--- config.mk ---
export PLATFORM = sky130hd
export DESIGN_NAME = float32_to_float16
export DESIGN_NICKNAME = d
export VERILOG_FILES = /design/src/hdl/f32f16_pkg.sv /design/src/hdl/float32_to_float16.sv /design/src/hdl/f32f16_core.sv
export SDC_FILE = /design/constraint.sdc
export NUM_CORES = 1
export LEC_CHECK = 0
export ABC_AREA = 1
export BUFFER_PORTS_ARGS = -buffer_cell sky130_fd_sc_hd__buf_2
export CAP_MARGIN = 0
export CORE_UTILIZATION = 30
export DETAILED_ROUTE_END_ITERATION = 8
export PLACE_DENSITY = 0.5
export SYNTH_ARGS = -nofsm -noshare
export SYNTH_HDL_FRONTEND = slang
export SYNTH_SLANG_ARGS = --single-unit
--- constraint.sdc ---
create_clock -name clk -period 6.4 [get_ports clk]
set_input_delay 1.92 -clock clk [delete_from_list [all_inputs] [get_ports clk]]
set_output_delay 1.92 -clock clk [all_outputs]
set_load 0.005 [all_outputs]
--- src/hdl/f32f16_pkg.sv ---
// ----------------------------------------------------------------------------
// Float32 to float16 package
// Shared constants and types for the single to half precision converter.
// ----------------------------------------------------------------------------
package f32f16_pkg;

  localparam int unsigned DEPTH_DEFAULT = 3;

  localparam logic [15:0] HALF_INF  = 16'h7C00;
  localparam logic [15:0] HALF_ONE  = 16'h0400;
  localparam logic [9:0]  MANT_SAT  = 10'd1023;

  typedef enum logic [2:0] {
    CLS_ZERO,
    CLS_DENORM,
    CLS_NORMAL,
    CLS_OVF,
    CLS_SPECIAL
  } cls_t;

endpackage

--- src/hdl/float32_to_float16.sv ---
// ----------------------------------------------------------------------------
// Float32 to float16 converter
// Converts a binary32 bit pattern to a binary16 bit pattern.
// ----------------------------------------------------------------------------
// Each request passes through three register stages, and one request is accepted
// per cycle while the output is not stalled.
// The pipeline advances whenever its last stage is empty or being taken, so
// backpressure stalls all stages together and nothing is lost or repeated.
module float32_to_float16 (
  input  logic        clk,
  input  logic        rst,
  input  logic        in_valid,
  output logic        in_ready,
  input  logic [31:0] single_bits,
  output logic        out_valid,
  input  logic        out_ready,
  output logic [15:0] half_bits
);

  logic adv;

  assign adv      = !out_valid || out_ready;
  assign in_ready = adv;

  f32f16_core u_core (
    .clk         (clk),
    .rst         (rst),
    .adv         (adv),
    .in_vld      (in_valid),
    .single_bits (single_bits),
    .out_vld     (out_valid),
    .half_bits   (half_bits)
  );

endmodule

--- src/hdl/f32f16_core.sv ---
// ----------------------------------------------------------------------------
// Float32 to float16 datapath
// Three register stages: classify, reduce mantissa, assemble result.
// ----------------------------------------------------------------------------
module f32f16_core (
  input  logic        clk,
  input  logic        rst,
  input  logic        adv,
  input  logic        in_vld,
  input  logic [31:0] single_bits,
  output logic        out_vld,
  output logic [15:0] half_bits
);

  // Stage 1: class and fields.
  logic              s1_vld;
  f32f16_pkg::cls_t  s1_cls;
  logic              s1_sign;
  logic [7:0]        s1_exp;
  logic [22:0]       s1_mant;
  f32f16_pkg::cls_t  cls_next;

  always_comb begin
    priority if (single_bits[30:23] < 8'd103) begin
      cls_next = f32f16_pkg::CLS_ZERO;
    end else if (single_bits[30:23] < 8'd113) begin
      cls_next = f32f16_pkg::CLS_DENORM;
    end else if (single_bits[30:23] <= 8'd142) begin
      cls_next = f32f16_pkg::CLS_NORMAL;
    end else if (single_bits[30:23] != 8'd255) begin
      cls_next = f32f16_pkg::CLS_OVF;
    end else begin
      cls_next = f32f16_pkg::CLS_SPECIAL;
    end
  end

  always_ff @(posedge clk) begin
    if (rst) begin
      s1_vld <= 1'b0;
    end else if (adv) begin
      s1_vld <= in_vld;
    end
    if (adv) begin
      s1_cls  <= cls_next;
      s1_sign <= single_bits[31];
      s1_exp  <= single_bits[30:23];
      s1_mant <= single_bits[22:0];
    end
  end

  // Stage 2: mantissa reduction and exponent base.
  logic              s2_vld;
  logic              s2_sign;
  logic [14:0]       s2_base;
  logic [10:0]       s2_add;
  logic [10:0]       rnd;
  logic [3:0]        bsh;
  logic [4:0]        msh;
  logic [14:0]       base_next;
  logic [10:0]       add_next;

  always_comb begin
    rnd = {1'b0, s1_mant[22:13]};
    if (s1_mant[12] && (s1_mant[22:13] != f32f16_pkg::MANT_SAT)) begin
      rnd = rnd + 11'd1;
    end
    bsh = 4'(8'd113 - s1_exp);
    msh = 5'(8'd126 - s1_exp);
    base_next = '0;
    add_next  = '0;
    unique case (s1_cls)
      f32f16_pkg::CLS_ZERO: begin
      end
      f32f16_pkg::CLS_DENORM: begin
        base_next = 15'(f32f16_pkg::HALF_ONE >> bsh);
        add_next  = 11'(s1_mant >> msh);
      end
      f32f16_pkg::CLS_NORMAL: begin
        base_next = {5'(s1_exp - 8'd112), 10'd0};
        add_next  = rnd;
      end
      f32f16_pkg::CLS_OVF: begin
        base_next = f32f16_pkg::HALF_INF[14:0];
      end
      f32f16_pkg::CLS_SPECIAL: begin
        base_next = f32f16_pkg::HALF_INF[14:0];
        add_next  = rnd;
      end
      default: begin
      end
    endcase
  end

  always_ff @(posedge clk) begin
    if (rst) begin
      s2_vld <= 1'b0;
    end else if (adv) begin
      s2_vld <= s1_vld;
    end
    if (adv) begin
      s2_sign <= s1_sign;
      s2_base <= base_next;
      s2_add  <= add_next;
    end
  end

  // Stage 3: final add. The sum never exceeds 16 bits.
  always_ff @(posedge clk) begin
    if (rst) begin
      out_vld <= 1'b0;
    end else if (adv) begin
      out_vld <= s2_vld;
    end
    if (adv) begin
      half_bits <= {s2_sign, 15'd0} + {1'b0, s2_base} + {5'd0, s2_add};
    end
  end

endmodule

==> metrics.cfg <==
[power_and_ir_drop]
powerDensity_nw_per_um2 = 250
p_leak_uw = 0.00261
ir_drop_mv = 0.145
report.power.total_uw = 1390

[synthesis]
netlist_area_sq_um = 4850
synthesis.nets = 640
synthSimpleGateAreaFrac_pct = 32.8
synth_edf_count = 75
syn_area_per_cell_sq_um = 8.29
synth_xor_area_share_pct = 3.04
synthesis.instances = 585
synth-adder-area-share_pct = 5.05
synthDistinctLibCells = 40
ys_seq_area_share_pct = 47.7
synth_top_family_by_area = simple AND/OR/NAND/NOR gates
synth-compound-area-share_pct = 5.13
ys_ff_latch = 78
synth.area.mux_share_pct = 0.206
synthArstFlopShare_pct = 0
yosys_warnings = 0
synth_top_flop_cell = edfxtp_1

[layout]
fillers = 1633
drive_above_1_share_pct = 14.1
final_cell_mix = 200 x nand2_1, 104 x nand3_1, 75 x edfxtp_1
syn2layout_area_growth_pct = 15.0
design_area_sq_um = 5580
final_common_cell = nand2_1
diodes = 0
nNetsFinal = 694

[clocking]
ctsHoldBuffers = 0
cts_tree = done
ctsResizeCount = 0
cts_made_buffers = 9
cts.sinks = 78
clk_pin_slew_ns = 0.06
clock_latency_ns = 0.35
postCtsSetupBuffers = 0
cts_root_buf = clkbuf_16
ctsLongestPathBuffers = 2
cts-htree-levels = 3

[die]
fp-row-count = 46
dieArea_sq_um = 16700
core_area_sq_um = 15800
io_pins = 54
chipHeight_um = 129
fp.dieW_um = 129
initial_core_util_pct = 30.7

[global_route]
grt_pass1_wl_mm = 18.3
grt_pass1_vias = 3776
grtUsageTotal_pct = 14.3
grt_max_degree = 78
globalRouteOverflowTotal = 0
antenna_found_initial = 0

[sta]
worst_hold_slack_ns = 0.420
period_share_pct = 69.0
tightest_slew_ns = 1.10
finalSetupViolCount = 0
finalClockSkew_ns = 0.00617
slew_violations = 0
hold_violations = 0
rsz0062_at_grt = false
fmax_ghz = 0.226
timing.setup.tns_ns = 0
relSlewSlack_pct = 27.0
fin_crit_ns = 4.42

[routing]
finalWirelength_mm = 11.2
met2WireLength_mm = 5.42
drc = 0
via_per_inst = 4.62
dr.pass1.iters = 4
dr_wl_met3_um = 526
highest_layer = met4
drt-met1-wl_mm = 4.96
drtAntennaViolNets = 0
drtIter0Drc = 168
wl_per_cell_um = 13.0
vias = 3971

[placement]
gp_congestion = 0.864
dp_hpwl_mm = 8.29
port_buffers = 53
dpl-instance-area_sq_um = 5300

[flow_run]
max_cap_viol_count = 0

[hold_path]
hold_class = flip-flop to flip-flop
holdPathStages = 0

[critical_path]
rr_worst_depth = 10
cp_max_fo = 4
crit_path_end = in_ready
r2r-start = u_core.s1_exp[0]
critPathLaunch = out_ready
reg2reg_slack_ns = 2.66
crit_required_ns = 4.48
endpoint_kind = primary output
reg2reg_to = u_core.s2_add[0]
cp.arrival_ns = 2.50
cp-start-kind = primary input
critical_path_class = primary input to primary output

[status]
status = finished clean

cells by family (layout without fill, tap and decap cells):
group                      Yosys count  count (layout)
muxes                                1               1
and+or+nand+nor                    365             365
buffers and inverters               63             122
DFF                                 78              78
adders and majority gates           19              19
AOI/OAI and AO/OA                   43              43
xor gates and xnor gates            16              16
layout make-up:
type	instances	area [sq um]	area share, %
clock buffer	9	225	4.04
clock inverter	7	50.0	0.897
inverter	52	205	3.68
multi-input combinational	444	2240	40.2
sequential	78	2310	41.4
tap	216	270	4.84
timing repair buffer	54	273	4.89
state kept, by name, indices dropped and copies added (netlist names), 3 cells and up:
register          cells
u_core.s1_cls         3
u_core.s2_add        11
u_core.s2_base       15
u_core.half_bits     16
u_core.s1_exp         5
u_core.s1_mant       23
stage by stage:
stage / std cells / util, % / setup WS (ns)
floorplan: 585 / - / 0.981
global placement: 844 / 33.5 / 1.98
detailed placement: 844 / 33.5 / 1.98
CTS: 860 / 35.2 / 1.98
global route: 860 / 35.2 / 1.91
finish: 860 / 35.2 / 1.98
how the worst min path moves through the flow:
stage	from	endpoint	slack, ns
floorplan	u_core.s1_sign	u_core.s2_sign	0.40
global placement	u_core.s1_sign	u_core.s2_sign	0.41
global route	u_core.s1_sign	u_core.s2_sign	0.42
finish	u_core.s1_sign	u_core.s2_sign	0.42
detailed placement	u_core.s1_sign	u_core.s2_sign	0.41
CTS	u_core.s1_sign	u_core.s2_sign	0.42
Yosys cell counts (3+ instances only):
master    instances  area share (%)
nor2_1           38             2.9
xor2_1           13             2.3
buf_6             5             1.2
buf_2             4            0.41
nand2_4           3            0.70
nor2_2            3            0.39
o211ai_1          3            0.46
ha_1             18             4.6
nand3_1         104              11
a21oi_1          13             1.3
edfxtp_1         75              46
nand2_1         200              15
dfxtp_1           3             1.2
nand2_2           5            0.64
nor3_1            4            0.41
o21ai_0          15             1.5
inv_1            49             3.8
report_power, final:
group	total, uW	switching (uW)	leakage (uW)	internal [uW]
logic	266	168	0.00163	98.1
clock network	472	209	0.000129	263
registers	655	32.0	0.000857	623
total	1390	409	0.00261	984
layer usage:
metal	global-route usage (%)	vias up
li1	-	2070
met1	16.6	1784
met2	24.8	100
met3	3.43	17
met4	7.13	0
met5	0	-
critical path, cell delays in order:
cell and delay (ns):
buf_2 0.09, nor2_1 0.24, inv_2 0.10, buf_2 0.14
(Power assumes the default switching activity.)
